File: config.mk
export PLATFORM = sky130hd
export DESIGN_NAME = arp_responder_with_cache_core
export DESIGN_NICKNAME = d
export VERILOG_FILES = /design/src/rtl/arpc_pkg.sv /design/src/rtl/arp_responder_with_cache_core.sv /design/src/rtl/arpc_table.sv /design/src/rtl/arpc_seq.sv
export VERILOG_INCLUDE_DIRS = /design/src /design/src/rtl
export SDC_FILE = /design/constraint.sdc
export NUM_CORES = 1
export LEC_CHECK = 0
export BUFFER_PORTS_ARGS = -buffer_cell sky130_fd_sc_hd__clkbuf_2
export CORE_UTILIZATION = 59
export DETAILED_ROUTE_END_ITERATION = 7
export MAX_ROUTING_LAYER = met4
export PLACE_DENSITY = 0.83
export SLEW_MARGIN = 15
export SYNTH_ARGS = -nofsm -noshare
export SYNTH_HDL_FRONTEND = slang
export SYNTH_SLANG_ARGS = --single-unit
File: constraint.sdc
create_clock -name clk -period 5.7 [get_ports clk]
set_input_delay 0.57 -clock clk [delete_from_list [all_inputs] [get_ports clk]]
set_output_delay 0.57 -clock clk [all_outputs]
set_load 0.01 [all_outputs]
File: src/rtl/arp_responder_with_cache_core_macros.svh
// Assertion macros for the ARP responder core.
`ifndef ARP_RESPONDER_WITH_CACHE_CORE_MACROS_SVH
`define ARP_RESPONDER_WITH_CACHE_CORE_MACROS_SVH
`ifndef SYNTH
// Check that cons holds in the same cycle as ante.
`define ARPC_ASSERT_SAME(label, ante, cons) \
	label: assert property (@(posedge clk) disable iff (!arst_n) (ante) |-> (cons)) \
		else $error("arpc: same-cycle check failed");
// Check that cons holds in the cycle after ante.
`define ARPC_ASSERT_NEXT(label, ante, cons) \
	label: assert property (@(posedge clk) disable iff (!arst_n) (ante) |=> (cons)) \
		else $error("arpc: next-cycle check failed");
`else
`define ARPC_ASSERT_SAME(label, ante, cons)
`define ARPC_ASSERT_NEXT(label, ante, cons)
`endif
`endif

File: src/rtl/arpc_pkg.sv
// Types and constants shared by the ARP responder core.
package arpc_pkg;

	// Protocol constants
	localparam logic [15:0] HW_TYPE_ETH  = 16'd1;
	localparam logic [15:0] OPER_REQUEST = 16'd1;

	// Result action codes
	localparam logic [2:0] ACT_BAD_HW    = 3'd0;
	localparam logic [2:0] ACT_BAD_PROTO = 3'd1;
	localparam logic [2:0] ACT_NOT_US    = 3'd2;
	localparam logic [2:0] ACT_BAD_OP    = 3'd3;
	localparam logic [2:0] ACT_REPLY     = 3'd4;

	// Configuration register indexes
	localparam int unsigned CFG_IDX_W  = 2;
	localparam int unsigned CFG_DATA_W = 48;
	localparam logic [CFG_IDX_W-1:0] REG_OWN_MAC       = 2'd0;
	localparam logic [CFG_IDX_W-1:0] REG_OWN_IP        = 2'd1;
	localparam logic [CFG_IDX_W-1:0] REG_PROTOCOL_TYPE = 2'd2;

	localparam logic [15:0] PROTOCOL_TYPE_RESET = 16'h0800;

	typedef struct packed {
		logic [15:0] hardware_type;
		logic [15:0] proto_type;
		logic [15:0] operation;
		logic [47:0] sender_mac;
		logic [31:0] sender_ip;
		logic [31:0] target_ip;
	} pkt_t;

	typedef struct packed {
		logic [2:0]  action;
		logic [47:0] reply_target_mac;
		logic [31:0] reply_target_ip;
		logic        merged;
		logic        inserted;
		logic        table_full;
	} res_t;

	// Table commands from the sequencer
	typedef struct packed {
		logic rd;
		logic wr_mac;
		logic append;
	} tbl_ctl_t;

endpackage

File: src/rtl/arp_responder_with_cache_core.sv
// ARP responder core: drop checks, sender merge, target insert and reply decision.
// Bad hardware or protocol types drop early; otherwise the table walk reads
// up to fill-count entries via the single-read IP memory and the shared compare.
// A new packet is held off (pkt_stall) until its result is registered, and a stalled
// result holds the sequencer in its done state.
// Reset: async; clears sequencer, fill count, result, own IP; protocol to 0x0800.
`include "arp_responder_with_cache_core_macros.svh"
module arp_responder_with_cache_core import arpc_pkg::*; #(
	parameter int unsigned TABLE_ENTRIES = 16
) (
	input  logic                  clk,
	input  logic                  arst_n,
	input  logic                  cfg_valid,
	output logic                  cfg_ready,
	input  logic [CFG_IDX_W-1:0]  cfg_index,
	input  logic [CFG_DATA_W-1:0] cfg_data,
	input  logic                  pkt_valid,
	output logic                  pkt_stall,
	input  pkt_t                  pkt,
	output logic                  res_valid,
	input  logic                  res_stall,
	output res_t                  res
);

	localparam int unsigned IDX_W = (TABLE_ENTRIES > 1) ? $clog2(TABLE_ENTRIES) : 1;
	localparam int unsigned CNT_W = $clog2(TABLE_ENTRIES + 1);
	localparam logic [CNT_W-1:0] FULL_CNT = CNT_W'(TABLE_ENTRIES);

	tbl_ctl_t         tbl_ctl;
	logic [IDX_W-1:0] tbl_addr;
	logic [31:0]      tbl_wr_ip;
	logic [47:0]      tbl_wr_mac;
	logic [CNT_W-1:0] fill;
	logic [31:0]      rd_ip;
	logic             busy;

	assign cfg_ready = 1'b1;
	assign pkt_stall = busy;

	arpc_seq #(
		.TABLE_ENTRIES(TABLE_ENTRIES)
	) u_seq (
		.clk       (clk),
		.arst_n    (arst_n),
		.cfg_valid (cfg_valid),
		.cfg_index (cfg_index),
		.cfg_data  (cfg_data),
		.pkt_valid (pkt_valid),
		.pkt       (pkt),
		.busy      (busy),
		.res_valid (res_valid),
		.res_stall (res_stall),
		.res       (res),
		.tbl_ctl   (tbl_ctl),
		.tbl_addr  (tbl_addr),
		.tbl_wr_ip (tbl_wr_ip),
		.tbl_wr_mac(tbl_wr_mac),
		.fill      (fill),
		.rd_ip     (rd_ip)
	);

	arpc_table #(
		.TABLE_ENTRIES(TABLE_ENTRIES)
	) u_table (
		.clk   (clk),
		.arst_n(arst_n),
		.ctl   (tbl_ctl),
		.addr  (tbl_addr),
		.wr_ip (tbl_wr_ip),
		.wr_mac(tbl_wr_mac),
		.rd_ip (rd_ip),
		.fill  (fill)
	);

	// Check table bookkeeping and result consistency
	`ARPC_ASSERT_SAME(a_fill_bound, 1'b1, fill <= FULL_CNT)
	`ARPC_ASSERT_NEXT(a_append_grows, tbl_ctl.append, fill == $past(fill) + 1'b1)
	`ARPC_ASSERT_SAME(a_merge_xor_insert, res_valid, !(res.merged && res.inserted))
	`ARPC_ASSERT_SAME(a_full_means_full, res_valid && res.table_full, fill == FULL_CNT)

endmodule

File: src/rtl/arpc_table.sv
// Translation table: IP and MAC memories with fill count and registered IP read.
module arpc_table import arpc_pkg::*; #(
	parameter int unsigned TABLE_ENTRIES = 16,
	localparam int unsigned IDX_W = (TABLE_ENTRIES > 1) ? $clog2(TABLE_ENTRIES) : 1,
	localparam int unsigned CNT_W = $clog2(TABLE_ENTRIES + 1)
) (
	input  logic             clk,
	input  logic             arst_n,
	input  tbl_ctl_t         ctl,
	input  logic [IDX_W-1:0] addr,
	input  logic [31:0]      wr_ip,
	input  logic [47:0]      wr_mac,
	output logic [31:0]      rd_ip,
	output logic [CNT_W-1:0] fill
);

	logic [31:0]      ip_mem  [TABLE_ENTRIES];
	logic [47:0]      mac_mem [TABLE_ENTRIES];
	logic [31:0]      rd_ip_q;
	logic [CNT_W-1:0] fill_q;
	logic [IDX_W-1:0] wa;

	// Append goes to the first free slot, merge to the searched slot
	assign wa = ctl.append ? fill_q[IDX_W-1:0] : addr;

	// Write IP on append only, MAC on append or merge
	always_ff @(posedge clk) begin
		if (ctl.append) begin
			ip_mem[wa] <= wr_ip;
		end
		if (ctl.append || ctl.wr_mac) begin
			mac_mem[wa] <= wr_mac;
		end
	end

	// Read IP for the compare
	always_ff @(posedge clk) begin
		if (ctl.rd) begin
			rd_ip_q <= ip_mem[addr];
		end
	end

	// Count valid entries
	always_ff @(posedge clk or negedge arst_n) begin
		if (!arst_n) begin
			fill_q <= '0;
		end else if (ctl.append) begin
			fill_q <= fill_q + 1'b1;
		end
	end

	assign rd_ip = rd_ip_q;
	assign fill  = fill_q;

endmodule

File: src/rtl/arpc_seq.sv
// Sequencer with one shared equality compare, config registers and result register.
module arpc_seq import arpc_pkg::*; #(
	parameter int unsigned TABLE_ENTRIES = 16,
	localparam int unsigned IDX_W = (TABLE_ENTRIES > 1) ? $clog2(TABLE_ENTRIES) : 1,
	localparam int unsigned CNT_W = $clog2(TABLE_ENTRIES + 1)
) (
	input  logic                  clk,
	input  logic                  arst_n,
	input  logic                  cfg_valid,
	input  logic [CFG_IDX_W-1:0]  cfg_index,
	input  logic [CFG_DATA_W-1:0] cfg_data,
	input  logic                  pkt_valid,
	input  pkt_t                  pkt,
	output logic                  busy,
	output logic                  res_valid,
	input  logic                  res_stall,
	output res_t                  res,
	output tbl_ctl_t              tbl_ctl,
	output logic [IDX_W-1:0]      tbl_addr,
	output logic [31:0]           tbl_wr_ip,
	output logic [47:0]           tbl_wr_mac,
	input  logic [CNT_W-1:0]      fill,
	input  logic [31:0]           rd_ip
);

	typedef enum logic [2:0] {
		S_IDLE,
		S_HW,
		S_PT,
		S_TIP,
		S_RD,
		S_CMP,
		S_UPD,
		S_DONE
	} state_t;

	localparam logic [CNT_W-1:0] FULL_CNT = CNT_W'(TABLE_ENTRIES);

	state_t           state_q;
	pkt_t             pkt_q;
	logic [CNT_W-1:0] k_q;
	logic [CNT_W-1:0] k_nxt;
	logic             for_us_q;
	logic             merged_q;
	logic             inserted_q;
	logic             full_q;
	logic             reply_q;
	logic [2:0]       act_q;
	logic [31:0]      own_ip_q;
	logic [15:0]      proto_q;
	res_t             res_q;
	logic             res_valid_q;
	logic [31:0]      cmp_a;
	logic [31:0]      cmp_b;
	logic             cmp_eq;
	logic             need_ins;

	// Write config registers; own MAC has no consumer inside this block
	always_ff @(posedge clk or negedge arst_n) begin
		if (!arst_n) begin
			own_ip_q <= '0;
			proto_q  <= PROTOCOL_TYPE_RESET;
		end else if (cfg_valid) begin
			case (cfg_index)
				REG_OWN_MAC: begin
				end
				REG_OWN_IP: begin
					own_ip_q <= cfg_data[31:0];
				end
				REG_PROTOCOL_TYPE: begin
					proto_q <= cfg_data[15:0];
				end
				default: begin
				end
			endcase
		end
	end

	// Capture the word on accept
	always_ff @(posedge clk) begin
		if (state_q == S_IDLE && pkt_valid) begin
			pkt_q <= pkt;
		end
	end

	// Steer operands into the shared compare
	always_comb begin
		case (state_q)
			S_HW: begin
				cmp_a = {16'b0, pkt_q.hardware_type};
				cmp_b = {16'b0, HW_TYPE_ETH};
			end
			S_PT: begin
				cmp_a = {16'b0, pkt_q.proto_type};
				cmp_b = {16'b0, proto_q};
			end
			S_TIP: begin
				cmp_a = pkt_q.target_ip;
				cmp_b = own_ip_q;
			end
			S_CMP: begin
				cmp_a = rd_ip;
				cmp_b = pkt_q.sender_ip;
			end
			S_UPD: begin
				cmp_a = {16'b0, pkt_q.operation};
				cmp_b = {16'b0, OPER_REQUEST};
			end
			default: begin
				cmp_a = '0;
				cmp_b = '0;
			end
		endcase
	end

	assign cmp_eq   = (cmp_a == cmp_b);
	assign k_nxt    = k_q + 1'b1;
	assign need_ins = for_us_q && !merged_q;

	// Drive table commands and write data from the held word
	assign tbl_ctl.rd     = (state_q == S_RD);
	assign tbl_ctl.wr_mac = (state_q == S_CMP) && cmp_eq;
	assign tbl_ctl.append = (state_q == S_UPD) && need_ins && (fill != FULL_CNT);
	assign tbl_addr       = k_q[IDX_W-1:0];
	assign tbl_wr_ip      = pkt_q.sender_ip;
	assign tbl_wr_mac     = pkt_q.sender_mac;

	// Advance the sequencer and hold the result word
	always_ff @(posedge clk or negedge arst_n) begin
		if (!arst_n) begin
			state_q     <= S_IDLE;
			k_q         <= '0;
			for_us_q    <= 1'b0;
			merged_q    <= 1'b0;
			inserted_q  <= 1'b0;
			full_q      <= 1'b0;
			reply_q     <= 1'b0;
			act_q       <= ACT_BAD_HW;
			res_q       <= '0;
			res_valid_q <= 1'b0;
		end else begin
			if (res_valid_q && !res_stall && state_q != S_DONE) begin
				res_valid_q <= 1'b0;
			end
			case (state_q)
				S_IDLE: begin
					if (pkt_valid) begin
						for_us_q   <= 1'b0;
						merged_q   <= 1'b0;
						inserted_q <= 1'b0;
						full_q     <= 1'b0;
						reply_q    <= 1'b0;
						state_q    <= S_HW;
					end
				end
				S_HW: begin
					if (!cmp_eq) begin
						act_q   <= ACT_BAD_HW;
						state_q <= S_DONE;
					end else begin
						state_q <= S_PT;
					end
				end
				S_PT: begin
					if (!cmp_eq) begin
						act_q   <= ACT_BAD_PROTO;
						state_q <= S_DONE;
					end else begin
						state_q <= S_TIP;
					end
				end
				S_TIP: begin
					for_us_q <= cmp_eq;
					k_q      <= '0;
					state_q  <= (fill == '0) ? S_UPD : S_RD;
				end
				S_RD: begin
					state_q <= S_CMP;
				end
				S_CMP: begin
					if (cmp_eq) begin
						merged_q <= 1'b1;
						state_q  <= S_UPD;
					end else begin
						k_q     <= k_nxt;
						state_q <= (k_nxt == fill) ? S_UPD : S_RD;
					end
				end
				S_UPD: begin
					if (need_ins) begin
						if (fill != FULL_CNT) begin
							inserted_q <= 1'b1;
						end else begin
							full_q <= 1'b1;
						end
					end
					if (!for_us_q) begin
						act_q <= ACT_NOT_US;
					end else if (cmp_eq) begin
						act_q   <= ACT_REPLY;
						reply_q <= 1'b1;
					end else begin
						act_q <= ACT_BAD_OP;
					end
					state_q <= S_DONE;
				end
				S_DONE: begin
					if (!res_valid_q || !res_stall) begin
						res_q.action           <= act_q;
						res_q.reply_target_mac <= reply_q ? pkt_q.sender_mac : 48'b0;
						res_q.reply_target_ip  <= reply_q ? pkt_q.sender_ip : 32'b0;
						res_q.merged           <= merged_q;
						res_q.inserted         <= inserted_q;
						res_q.table_full       <= full_q;
						res_valid_q            <= 1'b1;
						state_q                <= S_IDLE;
					end
				end
				default: begin
					state_q <= S_IDLE;
				end
			endcase
		end
	end

	assign busy      = (state_q != S_IDLE);
	assign res       = res_q;
	assign res_valid = res_valid_q;

endmodule
Yosys cells after proc, flatten, opt, wreduce, memory -nomap -nowiden
Memory sizes are Yosys's and may differ from the RTL's. A register that Yosys moved wholly into a read port is not among the register bits.
Cells that the tools add are included.
{"block": "classes", "addsub": 2, "eq_ne": 24, "muxes": 37, "n_reduce_logical": 30}
{"op": "one-hot mux 32 bit (5 select lines)", "n": 1}
{"op": "one-hot mux 32 bit (4 select lines)", "n": 1}
{"op": "2-to-1 mux 48 bit", "n": 1}
{"op": "equality test 32 bit", "n": 1}
{"op": "2-to-1 mux 32 bit", "n": 1}
{"op": "2-to-1 mux 3 bit", "n": 9}
{"op": "one-hot mux 3 bit (8 select lines)", "n": 1}
{"op": "equality test 3 bit (second input constant)", "n": 4}
{"op": "2-to-1 mux 1 bit", "n": 12}
{"op": "inequality test 2 bit (second input constant)", "n": 6}
{"op": "AND reduction 2 bit", "n": 6}
{"op": "AND reduction 4 bit", "n": 3}
{"op": "adder 5 x 1 -> 5 bit (second input constant)", "n": 2}
{"op": "inequality test 2 x 1 -> 1 bit (second input constant)", "n": 5}
{"op": "one-hot mux 1 bit (2 select lines)", "n": 5}
{"op": "one-hot mux 5 bit (2 select lines)", "n": 1}
{"op": "one-hot mux 3 bit (3 select lines)", "n": 1}
{"op": "nonzero test 2 bit", "n": 4}
{"op": "equality test 3 x 2 -> 1 bit (second input constant)", "n": 2}
{"op": "logical AND 1 bit", "n": 6}
{"op": "AND reduction 3 bit", "n": 2}
{"op": "nonzero test 3 bit", "n": 2}
{"op": "equality test 5 bit", "n": 1}
{"op": "logical NOT 5 bit", "n": 1}
{"op": "12 further kinds", "n": 15}
{"block": "word_totals", "regBits": 316, "ramBits": 512, "inputBits": 215, "word_cells": 118, "memories": 1}
{"name": "u_table.ip_mem", "words": 16, "width": 32, "read_ports": 1, "rd_clocked_by_memory_dff": 1, "write_ports": 1, "line_no": "arpc_table.sv:17", "text": "logic [31:0] ip_mem [TABLE_ENTRIES];"}

Logic depth before layout (Yosys ltp)
Gate-level depths: netlist of the first run.
{"block": "logic_depth", "depth_word": 7, "mapped_depth": 13, "ltp_nobuf": 9}

By module
A second synthesis of the first run with hierarchy kept.
{"block": "hier_totals", "cells_unflattened": 2144, "hier_area_um2": 34391.7}
{"mod": "arpc_table", "n_inst": 1, "cells_each": 1033, "area_each_um2": 20917.6}
{"mod": "arpc_seq", "n_inst": 1, "cells_each": 1109, "area_each_um2": 13462.9}
{"mod": "arp_responder_with_cache_core", "n_inst": 1, "cells_each": 2, "area_each_um2": 11.3}

Worst setup path before layout of the first run
Ideal clock, no wire load.
{"block": "synth_timing", "path_type": "register -> register", "from": "register u_seq.state_q[0]", "to": "register u_seq.pkt_q[0] (netlist name), enable pin", "setup_ns": 0.515, "arrival_ns": 4.449, "required_ns": 5.185, "setup_slack_ns": 0.736, "stages_incl_launch_ff": 8, "n_path_buf": 4, "period_less_slack_ns": 4.964, "cell_sequence": "dfrtp_1 > buf_2 > buf_6 > buf_4 > clkbuf_1 > nor3_1 > nand2_1 > inv_1"}
{"block": "synth_via", "elab_chain_cells": 2}
{"element": "from (decl)", "line_no": "arpc_seq.sv:39", "text": "state_t state_q;"}
{"element": "from (signal assigned)", "line_no": "arpc_seq.sv:175", "text": "state_q <= (fill == '0) ? S_UPD : S_RD;"}
{"element": "from (signal assigned)", "line_no": "arpc_seq.sv:186", "text": "state_q <= (k_nxt == fill) ? S_UPD : S_RD;"}
{"element": "logical NOT 3 bit", "line_no": "arpc_seq.sv:81", "text": "if (state_q == S_IDLE && pkt_valid) begin"}
{"element": "logical AND 1 bit", "line_no": "arpc_seq.sv:81"}
{"element": "to (signal assigned)", "line_no": "arpc_seq.sv:82", "text": "pkt_q <= pkt;"}
{"element": "to (decl)", "line_no": "arpc_seq.sv:40", "text": "pkt_t pkt_q;"}
Every way passes these cells.
A chain may end at the register's enable or synchronous reset.

Final worst setup path of the first run
{"block": "layout_timing", "from": "register u_seq.state_q[0]", "to": "register u_seq.act_q[1]"}
{"block": "layout_via", "elab_chain_cells": 7}
{"element": "equality test 3 x 1 -> 1 bit / equality test 3 bit (equally long branches)", "line_no": "arpc_seq.sv:88, arpc_seq.sv:145"}
{"element": "OR reduction 2 bit (no source line)"}
{"element": "one-hot mux 32 bit (4 select lines)", "line_no": "arpc_seq.sv:88", "text": "case (state_q)"}
{"element": "equality test 32 bit", "line_no": "arpc_seq.sv:116", "text": "assign cmp_eq = (cmp_a == cmp_b);"}
{"element": "2-to-1 mux 3 bit", "line_no": "arpc_seq.sv:199", "text": "end else if (cmp_eq) begin"}
{"element": "2-to-1 mux 3 bit", "line_no": "arpc_seq.sv:197", "text": "if (!for_us_q) begin"}
{"element": "one-hot mux 3 bit (3 select lines)", "line_no": "arpc_seq.sv:145", "text": "case (state_q)"}
{"element": "to (signal assigned)", "line_no": "arpc_seq.sv:198", "text": "act_q <= ACT_NOT_US;"}
{"element": "to (signal assigned)", "line_no": "arpc_seq.sv:200", "text": "act_q <= ACT_REPLY;"}
{"element": "to (signal assigned)", "line_no": "arpc_seq.sv:203", "text": "act_q <= ACT_BAD_OP;"}
{"element": "to (decl)", "line_no": "arpc_seq.sv:48", "text": "logic [2:0] act_q;"}
Parallel ways exist; a longest one is shown, timed or not.

==> results by stage, run 1 <==
Route:
- The average detailed-routed wire length per instance is ~29 um.
- The final routed DRC violation total is 0.
- The final antenna-violating net count is 0.
- The total wire length after detailed routing is around 84000 um.
- The first-pass iteration count of the detailed router is 7.
- The detailed router placed around 19000 vias in this run.
- The detailed router finished its first iteration with just under 2000 violations.
- The average via count per standard cell is 6.37.

Logic synthesis:
- Counting flops and latches in the post-synthesis netlist gives 860.
- The fraction of registers with async set or reset after synthesis is 0.181.
- The number of different library cells used by synthesis comes to 56.
- The share of synthesized area in the top cell type comes to 0.634.
- The instance count of the mapped netlist is 1830.
- After synthesis, the mean cell area works out to 18.2 um^2.
- The number of warnings issued by yosys is 0.
- The synthesized netlist occupies a cell area of 33300 um^2.
- The library cell with the largest summed area after synthesis is edfxtp_1.
- The synthesized design contains 704 enable-type register cells.
- Synthesis produced a netlist with a net count of 2048.
- The most used flip-flop cell after synthesis is edfxtp_1.
- Sorting the synthesized cells by area gives the leading types as edfxtp_1, dfrtp_1, mux4_2.
- The share of synthesized area occupied by flip-flops and latches is 0.751.

Global routing:
- The total global routing track utilization is 0.306.
- The initial antenna violation count is 7.
- The remaining global-route overflow is 0.
- The via count of the first global-routing pass is 19400.
- The first-pass GRT wire length is 122000 um.
- Entering global routing, the biggest net connects 132 pins.

Finish:
- The final-layout fill cell count is 3295.
- Of the cells placed in the final design, the portion with a size suffix greater than 1 is 0.321.
- The layout net count is 2360.
- The area growth from synthesis to layout is 15.5%.

Power:
- For this design the static power due to leakage is roughly 14 nW.
- IR analysis of the VDD net gives a maximum drop of 0.409 mV.
- Power spread over the standard cell area amounts to 439 nW/um^2.
- Summing internal, switching and leakage power gives around 17 mW.

Worst setup path:
- STA classifies the critical path endpoint as a flip-flop.
- In this run the worst path has a maximum fanout of 24.
- At the worst endpoint, the required time is 6.26 ns.
- STA puts the critical path data arrival time at 5.17 ns.
- STA classifies the critical path startpoint as a flip-flop.
- The classification of the worst setup path is flip-flop to flip-flop.

Place:
- The HPWL reported at the end of detailed placement is 49300 um.
- During placement, the flow inserted port buffers numbering between 200 and 300.
- The congestion estimate from routability-driven global placement came to 0.888.

STA:
- Setup repair after global routing left no endpoint under its margin.
- The worst-margin pin slew is 1.19 ns.
- The max-slew violation total from the final report is 0.
- In the finished design, the share of the clock period the worst path needs comes to 0.809.
- The final hold violation count came to 0.
- The worst slew slack as a fraction of its limit is 0.203.
- The accumulated negative setup slack is 0 ns.
- For the finished layout, the period the worst path requires is 4.61 ns.
- The maximum operating frequency is 0.217 GHz.
- Setup violations remaining at the end of the flow were counted as 0.
- Across the routed clock network, the largest skew measured is about 0.028 ns.

Floorplanning:
- From bottom edge to top edge, the die measures 240 um.
- The core region is 55400 um^2.
- The overall die area is 57500 um^2.
- During I/O placement, the number of pins put on the boundary was 304.
- The initial utilization of the core area, before any placement, comes to 0.602.
- The die is 240 um wide.
- The initialized floorplan defines 86 standard-cell rows.

Clock network:
- In this run the deepest clock path goes through 3 buffers.
- The clock sink count is between 800 and 900.
- The number of clock buffers added by TritonCTS is 81.
- The H-tree depth is 3.
- The number of gates resized after CTS is 0.
- TritonCTS built the clock tree.
- The post-CTS setup repair buffer count is 0.
- The root buffer cell chosen for the clock tree is clkbuf_16.
- The clock latency of the later-clocked register in the worst-skew pair is 0.65 ns.
- Clock-pin slew was measured on the worst setup and hold paths at 0.07 ns.

Flow run:
- The number of violations of the max-capacitance limit is 0.

Run status:
- The flow ran to the end, and the final reports show no timing, DRC or antenna violations.

Hold path:
- The worst hold path belongs to the class primary input to flip-flop.
[power by group]
part           total (mW)  switching, mW  internal [mW]
sequential           7.72          0.448           7.27
combinational        3.65           1.90           1.75
clock                5.53           2.39           3.14
[synthesized netlist by cell type (all sizes together) (13+ instances only)]
library cell,number
nor2,44
dfrtp,155
edfxtp,704
o21ai,95
mux2,65
mux4,160
nor3,13
mux2i,35
inv,13
clkbuf,69
nand2b,39
buf,32
xnor2,15
nand2,188
a21oi,78
xor2,14
[state kept, by name, indices dropped and copies added, names as in the netlist, 16 cells and up]
name	flops
u_seq.pkt_q	80
u_seq.own_ip_q	32
u_seq.proto_q	16
u_table.rd_ip	32
u_seq.res	86
u_seq.tbl_wr_mac	48
u_table.ip_mem	512
u_seq.tbl_wr_ip	32
[cell type report]
type,instances,area (um^2),area share
Clock buffer,110,2230,0.0578
Multi-Input combinational cell,854,7940,0.206
Clock inverter,37,482,0.0125
Inverter,15,61.3,0.00159
Sequential cell,860,25100,0.651
Tap cell,748,936,0.0243
Timing Repair Buffer,330,1800,0.0466
Antenna cell,7,17.5,0.000455
[kinds of logic after synthesis]
logic type / count (synthesis) / share of synthesized area
flip-flops: 860 / 0.751
AND/OR/NAND/NOR: 336 / 0.0461
multiplexers: 260 / 0.141
AO/OA/AOI/OAI: 225 / 0.0387
buffers and inverters: 116 / 0.0147
XOR/XNOR: 29 / 0.00762
adder cells (fa/ha/maj): 3 / 0.00113
other: 1 / 0.000112
[repair_timing]
action                                  CTS  global route
hold buffers                              1             0
endpoints found under the setup margin    0             0
endpoints found under the hold margin    10             0
[path summary, 6_finish.rpt]
kind,cells after the start,from,endpoint,slack [ns]
worst min-delay path,1,pkt[85],u_seq.tbl_wr_mac[21],0.09
worst min register to register,2,u_seq.res[47],u_seq.res[47],0.48
max in group asynchronous,3,arst_n,u_seq.res[10],3.64
worst max register to register,9,u_seq.state_q[0],u_seq.act_q[1],1.09
min in group asynchronous,2,arst_n,u_seq.own_ip_q[16],0.56
worst max-delay path,9,u_seq.state_q[0],u_seq.act_q[1],1.09
[metal layers]
metal  vias to the layer above  share of wire  global-route usage
met1                      9638           0.35               0.363
met3                       247          0.079              0.0567
met2                      1179           0.52               0.511
li1                       7786              -                   -
met4                         0          0.046               0.142
met5                         -              0                   -
[per-stage QoR]
stage                     area [um^2]   util  instances  hold WS (ns)  worst slack, ns
after global routing            38500  0.695       2961        0.0776             1.04
after detailed placement        35800  0.646       2806         0.469             1.49
final                           38500  0.695       2961        0.0927             1.09
after global placement          35800  0.646       2806         0.463             1.62
after floorplan                 33300      -       1830         0.274            0.736
after CTS                       38500  0.695       2954        0.0775             1.34
[cells in the final DEF, fill, tap and decap left out, types with 10 or more instances in the layout]
cell type | synthesis | final
edfxtp_1 | 704 | 704
clkbuf_16 | 0 | 81
a21oi_1 | 78 | 78
xor2_1 | 14 | 14
o21ai_0 | 95 | 95
clkbuf_2 | 0 | 285
mux4_2 | 160 | 160
buf_4 | 5 | 41
dfrtp_1 | 155 | 150
nor2_1 | 42 | 30
nand2_1 | 188 | 188
nand2b_1 | 39 | 38
nor2_4 | 0 | 13
clkbuf_1 | 69 | 20
mux2_2 | 65 | 65
clkinv_2 | 0 | 14
inv_1 | 13 | 12
mux2i_1 | 35 | 35
xnor2_1 | 15 | 15
nand3_1 | 10 | 10
[worst max-delay path: stages, from the launching register on]
cell,delay [ns]
dfrtp_1,0.87
and3b_1,0.89
a21oi_1,0.16
a211oi_1,0.29
a31oi_1,0.28
nor4_1,0.43
nand4_1,0.36
nor4_2,0.70
o21ai_0,0.30
a211oi_2,0.24
No activity file was read; power rests on OpenSTA's default activity.
==> run 2: changes to the inputs <==
==> constraint.sdc (replaced) <==
create_clock -name clk -period 4.7 [get_ports clk]
set_input_delay 0.47 -clock clk [delete_from_list [all_inputs] [get_ports clk]]
set_output_delay 0.47 -clock clk [all_outputs]
set_load 0.01 [all_outputs]
==> run 2 against run 1 <==
  * Combinational power grew 26%
  * Critical path depth grew 2
  * Critical endpoint is now u_seq.act_q[0]
  * Total power grew 20%
  * Register-to-register slack got worse by 0.29 ns
  * Via count grew 4.0%
  * Die area is the same
  * Final cell count increased by 2.7%
==> results by stage, run 2 (synthesized netlist as in run 1, its figures left out) <==
Power:
- VDD sags by at most 0.374 mV.
- The cell area power density is 519 nW/um^2.
- The leakage power is 13.9 nW.

Global routing:
- For met1 alone, demand over resource in global routing was 0.394.
- Entering global routing, the biggest net connects around 130 pins.
- The layer carrying the most global-route usage is met2.
- The via count of the first global-routing pass is 20200.
- The first global-routing pass estimated roughly 130000 um of wire.
- The total overflow left after global routing is 0.
- The initial antenna violation count is 3.
- In the global route stage, met3 resource usage came out at 0.0597.
- In the global route stage, met2 resource usage came out at 0.555.
- The total global routing track utilization is 0.333.

Place:
- The count of buffers from port buffering is ~290.
- The routability congestion estimate from global placement is 0.901.
- The HPWL after detailed placement is just over 50000 um.

Route:
- In this run the remaining antenna-violating nets after routing total 0.
- The DRC violation total after the first TritonRoute iteration is about 2300.
- The number of vias after detailed routing is 19600.
- In the routed design, unresolved DRC markers number 0.
- Using the TritonRoute via totals, the vias-per-cell ratio works out to about 6.4.
- The pre-antenna-repair detailed-routing pass consisted of 6 iterations.
- The average detailed-routed wire length per instance is 30.2 um.
- Wires add up to 91900 um.

Finish:
- After the last flow step, the layout net total stands at 2439.
- Of the cells placed in the final design, the portion with a size suffix greater than 1 is 0.312.
- The flip-flop count of the largest register, all copies and words added is 512.
- The leading cell type in the layout, fill and taps excluded is edfxtp_1.
- The post-layout utilization of the core is 0.707.
- The largest register by flop count is u_table.ip_mem.
- Relative to the synthesized area, the layout overhead comes to 17.6%.
- Leaving out fill and tap cells, the most frequent cells in the layout are edfxtp_1, clkbuf_2, nand2_1, mux4_2, dfrtp_1.

Worst setup path:
- The buffering stage count on the worst path with inverters included is 2.
- The signal on the critical path passes through buf_4 > nor2b_1 > buf_4 > a22o_1 > a222oi_1 > xor2_1 > nor4_1 > nand4_1 > nor4_2 > o22ai_1 > nor3_1.
- The largest single stage delay on the critical path is 0.66 ns.
- The setup path with the least slack is of type flip-flop to flip-flop.
- The element type at the critical path end is a flip-flop.
- The arrival time at the worst endpoint is about 4.4 ns.
- The maximum fanout along the worst path is 22.
- In this design, the critical path's most frequently occurring cell is buf_4.
- The cell class contributing the biggest share of worst-path delay is simple AND/OR/NAND/NOR gates.
- The required time at the endpoint of the critical path is 5.23 ns.
- The slowest cell on the critical path is nor4_2.
- The setup slack of the worst register-to-register path is ~0.80 ns.
- STA classifies the critical path startpoint as a flip-flop.

Floorplanning:
- The overall die area is around 57000 um^2.
- The floorplan step set the die height to around 240 um.
- The die is between 200 and 250 um wide.
- For this design the top-level I/O count stands at 304.
- The core region is 55400 um^2.
- The standard-cell row count is 86.
- The initial core utilization is 0.602.

Flow run:
- The number of violations of the max-capacitance limit is 0.

STA:
- The worst slew slack as a fraction of its limit is 0.238.
- The maximum operating frequency is 0.257 GHz.
- The max-slew violation total from the final report was 0.
- The count of endpoints failing setup in the final report is 0.
- The final hold violation count is 0.
- At the pin with the least slew margin, the transition time is 1.14 ns.
- Setup repair after global routing left no endpoint under its margin.
- In the final timing run, aggregate negative setup slack is 0 ns.
- The largest clock skew in the final design is 0.0229 ns.
- The worst path needs 3.90 ns of the cycle, external delays included.
- The portion of the clock cycle consumed by the worst path in the final layout is 0.829.

Run status:
- The flow ran to the end, and the final reports show no timing, DRC or antenna violations.

Clock network:
- The CTS tree is done.
- At the later pin of the worst-skew pair, clock insertion delay measures 0.64 ns.
- Clock tree synthesis selected as its root buffer the cell clkbuf_16.
- The H-tree depth is 3.
- Counting the buffers created by CTS gives 81.
- Counting along the longest clock path gives a buffer depth of 3.
- The clock sink count is 860.
- After clock tree synthesis, the clock-pin slew on the worst setup and hold paths is 0.06 ns.

Hold path:
- In this run the worst hold path is classified as primary input to flip-flop.
run 2: path summary, 6_finish.rpt:
path                             startpoint                   to  depth (start not counted)
setup / recovery           u_seq.state_q[0]       u_seq.act_q[0]                         11
hold / removal                      pkt[66]  u_seq.tbl_wr_mac[2]                          1
setup reg to reg           u_seq.state_q[0]       u_seq.act_q[0]                         11
hold reg to reg               u_seq.res[32]        u_seq.res[32]                          2
max in group asynchronous            arst_n        u_seq.res[74]                          3
min in group asynchronous            arst_n   u_seq.own_ip_q[20]                          2
run 2: cell type report:
| type | count | area, um^2 |
|---|---|---|
| sequential | 860 | 25100 |
| fill | 3168 | 16200 |
| multi-input combinational | 854 | 7940 |
| timing repair buffer | 409 | 2660 |
| clock buffer | 104 | 2210 |
| tap | 748 | 936 |
| clock inverter | 44 | 329 |
| inverter | 15 | 60.1 |
| antenna | 6 | 15.0 |
run 2: power breakdown:
part           switching, mW  internal (mW)  leakage, nW
registers              0.565           8.81         8.37
logic                   2.40           2.21         4.29
clock network           2.85           3.50         1.25
run 2: metal layers:
metal,vias to the layer above,routed length [um]
li1,7943,-
met1,9965,31300
met2,1345,47700
met3,347,7630
met4,0,5280
met5,-,0
run 2: per-stage QoR:
stage | std cells | hold slack, ns | cell area [um^2] | worst slack, ns | power, mW
2_1_floorplan | 1830 | 0.174 | 33300 | 0.201 | 12.5
4_1_cts | 3031 | 0.000102 | 39200 | 0.940 | 20.3
3_5_place_dp | 2817 | 0.350 | 36000 | 0.958 | 13.9
5_1_grt | 3037 | 0.0000555 | 39200 | 0.541 | 20.9
6_report | 3040 | 0.0116 | 39200 | 0.802 | 20.3
3_3_place_gp | 2817 | 0.347 | 36000 | 1.04 | 13.8
run 2: what timing repair did:
item | 4_1_cts | 5_1_grt
resized for setup | 0 | 0
hold buffers | 66 | 3
buffers inserted | 0 | 0
endpoints found under the hold margin | 89 | 3
run 2: worst reg2reg max path, stage by stage (launching register included):
cell      delay, ns
dfrtp_1        0.64
buf_4          0.39
nor2b_1        0.18
buf_4          0.21
a22o_1         0.25
a222oi_1       0.35
xor2_1         0.12
nor4_1         0.29
nand4_1        0.28
nor4_2         0.66
o22ai_1        0.19
nor3_1         0.25
==> run 3: changes to the inputs <==
==> constraint.sdc (replaced) <==
create_clock -name clk -period 3.8 [get_ports clk]
set_input_delay 0.38 -clock clk [delete_from_list [all_inputs] [get_ports clk]]
set_output_delay 0.38 -clock clk [all_outputs]
set_load 0.01 [all_outputs]
==> run 3 against run 2 <==
  * Largest power group unchanged
  * Register-to-register slack got worse by 0.71 ns
  * Final cell count up 4.6%
  * Sequential power is 26% higher
==> results by stage, run 3 (synthesized netlist as in run 1, its figures left out) <==
STA:
- In this run the tightest slew margin relative to its limit is 0.242.
- The count of endpoints failing setup in the final report is 0.
- The largest clock skew in the final design is between 0.02 and 0.03 ns.
- The max-slew violation total from the final report is 0.
- The final hold violation count is 0.
- Adding up every negative setup slack in the final design gives 0 ns.
- Based on the critical path, the design can be clocked at up to 0.270 GHz.
- For the pin with the worst max-slew slack, the measured transition is 1.14 ns.
- For the finished layout, the period the worst path requires is 3.71 ns.
- Setup repair after global routing left no endpoint under its margin.
- In the finished design, the share of the clock period the worst path needs comes to 0.976.

Finish:
- The register with the most flip-flops in the layout has 512 of them.
- The final-layout fill cell count is 2955.
- The largest register by flop count is u_table.ip_mem.
- Leaving out fill and tap cells, the most frequent cell in the layout is edfxtp_1.
- The layout overhead on the synthesized area is 22.1%.
- The layout net count is 2577.
- The library cells used most frequently in the layout, excluding fill and tap cells, are edfxtp_1, clkbuf_2, nand2_1, dlygate4sd3_1, mux4_2.
- Of the cells placed in the final design, the portion with a size suffix greater than 1 is 0.305.

Place:
- The routability congestion estimate from global placement is 0.921.
- The count of buffers added on input and output ports is 286.
- Once detailed placement completed, the half-perimeter wirelength came to 53600 um.

Flow run:
- Max-cap violations in this run came to 0.

Floorplanning:
- 304 I/O pins were placed.
- The die boundary width is 240 um.
- The placeable core region is 55400 um^2.
- The die covers 57500 um^2.
- The floorplan step set the die height to 240 um.
- The standard-cell row count is 86.
- For this configuration, the core starts out at a cell density of 0.602.

Worst setup path:
- The arrival time at the worst endpoint is roughly 4.3 ns.
- The most repeated library cell on the critical path is a21oi_1.
- In this run the critical register-to-register path is launched from u_seq.state_q[0].
- The worst setup path is captured at a flip-flop.
- In this run the critical register-to-register path is captured at u_seq.k_q[3].
- The required time at the endpoint of the critical path is 4.35 ns.
- Among cell families on the critical path, the largest total delay comes from simple AND/OR/NAND/NOR gates.
- For the worst flop-to-flop path, the logic depth is 10.
- The maximum fanout along the worst path is 14.
- The kind of start point of the critical path is a flip-flop.
- The setup slack of the worst register-to-register path is 0.09 ns.
- Walking the worst path, the cells encountered are and3b_1 > buf_4 > a21oi_1 > a21oi_1 > a31oi_1 > nor4_1 > nand4_1 > or4_4 > nand2_1 > mux2i_1.
- Counting both buffers and inverters, the worst setup path holds a total of 1.
- The slowest stage of the critical path is the or4_4 cell.
- The critical path in this run is classified as flip-flop to flip-flop.
- On the worst path, the slowest cell contributes a delay of between 0.6 and 0.7 ns.

Route:
- The average via count per standard cell is 6.46.
- The final routed DRC violation total is 0.
- The first detailed-routing pass took 6 iterations.
- Wires add up to 96700 um.
- The routed layout has 20500 vias.
- Dividing the detail-routed wire length by the instance count gives 30.4 um.
- After the first detailed-routing iteration, the DRC count stood at 2425.
- The detail route stage leaves a number of antenna-violating nets equal to 0.

Global routing:
- The remaining global-route overflow is 0.
- The via count of the first global-routing pass is 21300.
- The initial antenna violation count came to 6.
- The total global routing track utilization is 0.351.
- Entering global routing, the biggest net connects 106 pins.
- The first global-routing pass estimated between 100000 and 150000 um of wire.

Clock network:
- The CTS tree is done.
- The longest clock path from root to sink contains 3 buffers.
- The clock-pin transition on the worst setup and hold timing paths is 0.07 ns.
- Buffers added to address setup during post-CTS repair amount to 0.
- The clock root buffer is clkbuf_16.
- The TritonCTS buffer count is 81.
- The tree built by TritonCTS fans out to 860 sinks.
- The H-tree depth is 3.
- The clock latency of the later-clocked register in the worst-skew pair is 0.65 ns.

Hold path:
- The path with the worst hold slack has its endpoint at u_seq.own_ip_q[11].
- The worst hold path stage count is 2.
- The hold path startpoint is cfg_data[11].
- The path class of the lowest-slack min-delay path is primary input to flip-flop.

Power:
- The net switching component of the power is 7.49 mW.
- The share of total power in sequential cells is 0.458.
- The cell area power density is 631 nW/um^2.
- The internal power component is 18.2 mW.
- The leakage power is 14.5 nW.
- The switching part of the total is 0.292.
- The overall power of the completed layout is 25.7 mW.
- VDD sags by at most about 0.46 mV.
- The share of total power dissipated in the clock network is 0.312.
- The share of total power dissipated in combinational logic is 0.230.

Run status:
- The run finished with clean final reports.
## run 3: how the worst max path moves through the flow
stage	from	endpoint	cells after the start
6_report	u_seq.state_q[0]	u_seq.k_q[3]	10
5_1_grt	u_seq.state_q[0]	u_seq.k_q[3]	10
4_1_cts	u_seq.state_q[2]	u_seq.k_q[3]	10
3_5_place_dp	u_seq.state_q[2]	u_seq.k_q[3]	10
3_3_place_gp	u_seq.state_q[2]	u_seq.k_q[0]	10
2_1_floorplan	u_seq.state_q[0]	u_seq.pkt_q[0]	7
## run 3: power by group through the flow
stage	logic, mW	registers, mW	clock network [mW]
4_1_cts	5.78	11.7	7.91
5_1_grt	6.18	11.8	8.34
2_1_floorplan	4.02	11.4	0
6_report	5.91	11.8	8.00
3_5_place_dp	5.50	11.9	0
3_3_place_gp	5.36	11.9	0
## run 3: cell type report
cell class	instances	area, um^2	area share
antenna	7	17.5	0.000430
clock buffer	108	2210	0.0543
clock inverter	42	375	0.00922
inverter	15	63.8	0.00157
multi-input combinational	854	7990	0.196
sequential	860	25100	0.616
tap	748	936	0.0230
timing repair buffer	547	4060	0.0998
## run 3: what timing repair did
item	CTS	global route
setup endpoints to repair	0	7
hold buffers	184	1
resized for setup	0	4
endpoints found under the hold margin	282	1
## run 3: per-layer routing
metal	vias to the layer above	track usage	routed length (um)
met5	-	-	0
met4	0	0.204	6530
met3	392	0.0636	8920
met2	1602	0.576	49200
met1	10300	0.408	32100
li1	8224	-	-
## run 3: metrics by stage
stage | hold slack, ns | setup WS [ns] | area, um^2 | util | std cells
3_5_place_dp | 0.469 | 0.296 | 36200 | 0.654 | 2839
6_report | 0.0174 | 0.0925 | 40700 | 0.735 | 3181
4_1_cts | 0.00276 | 0.274 | 40700 | 0.734 | 3173
2_1_floorplan | 0.0844 | 0.0221 | 33400 | - | 1830
5_1_grt | 0.00524 | 0.00733 | 40700 | 0.735 | 3181
3_3_place_gp | 0.463 | 0.421 | 36200 | 0.654 | 2839
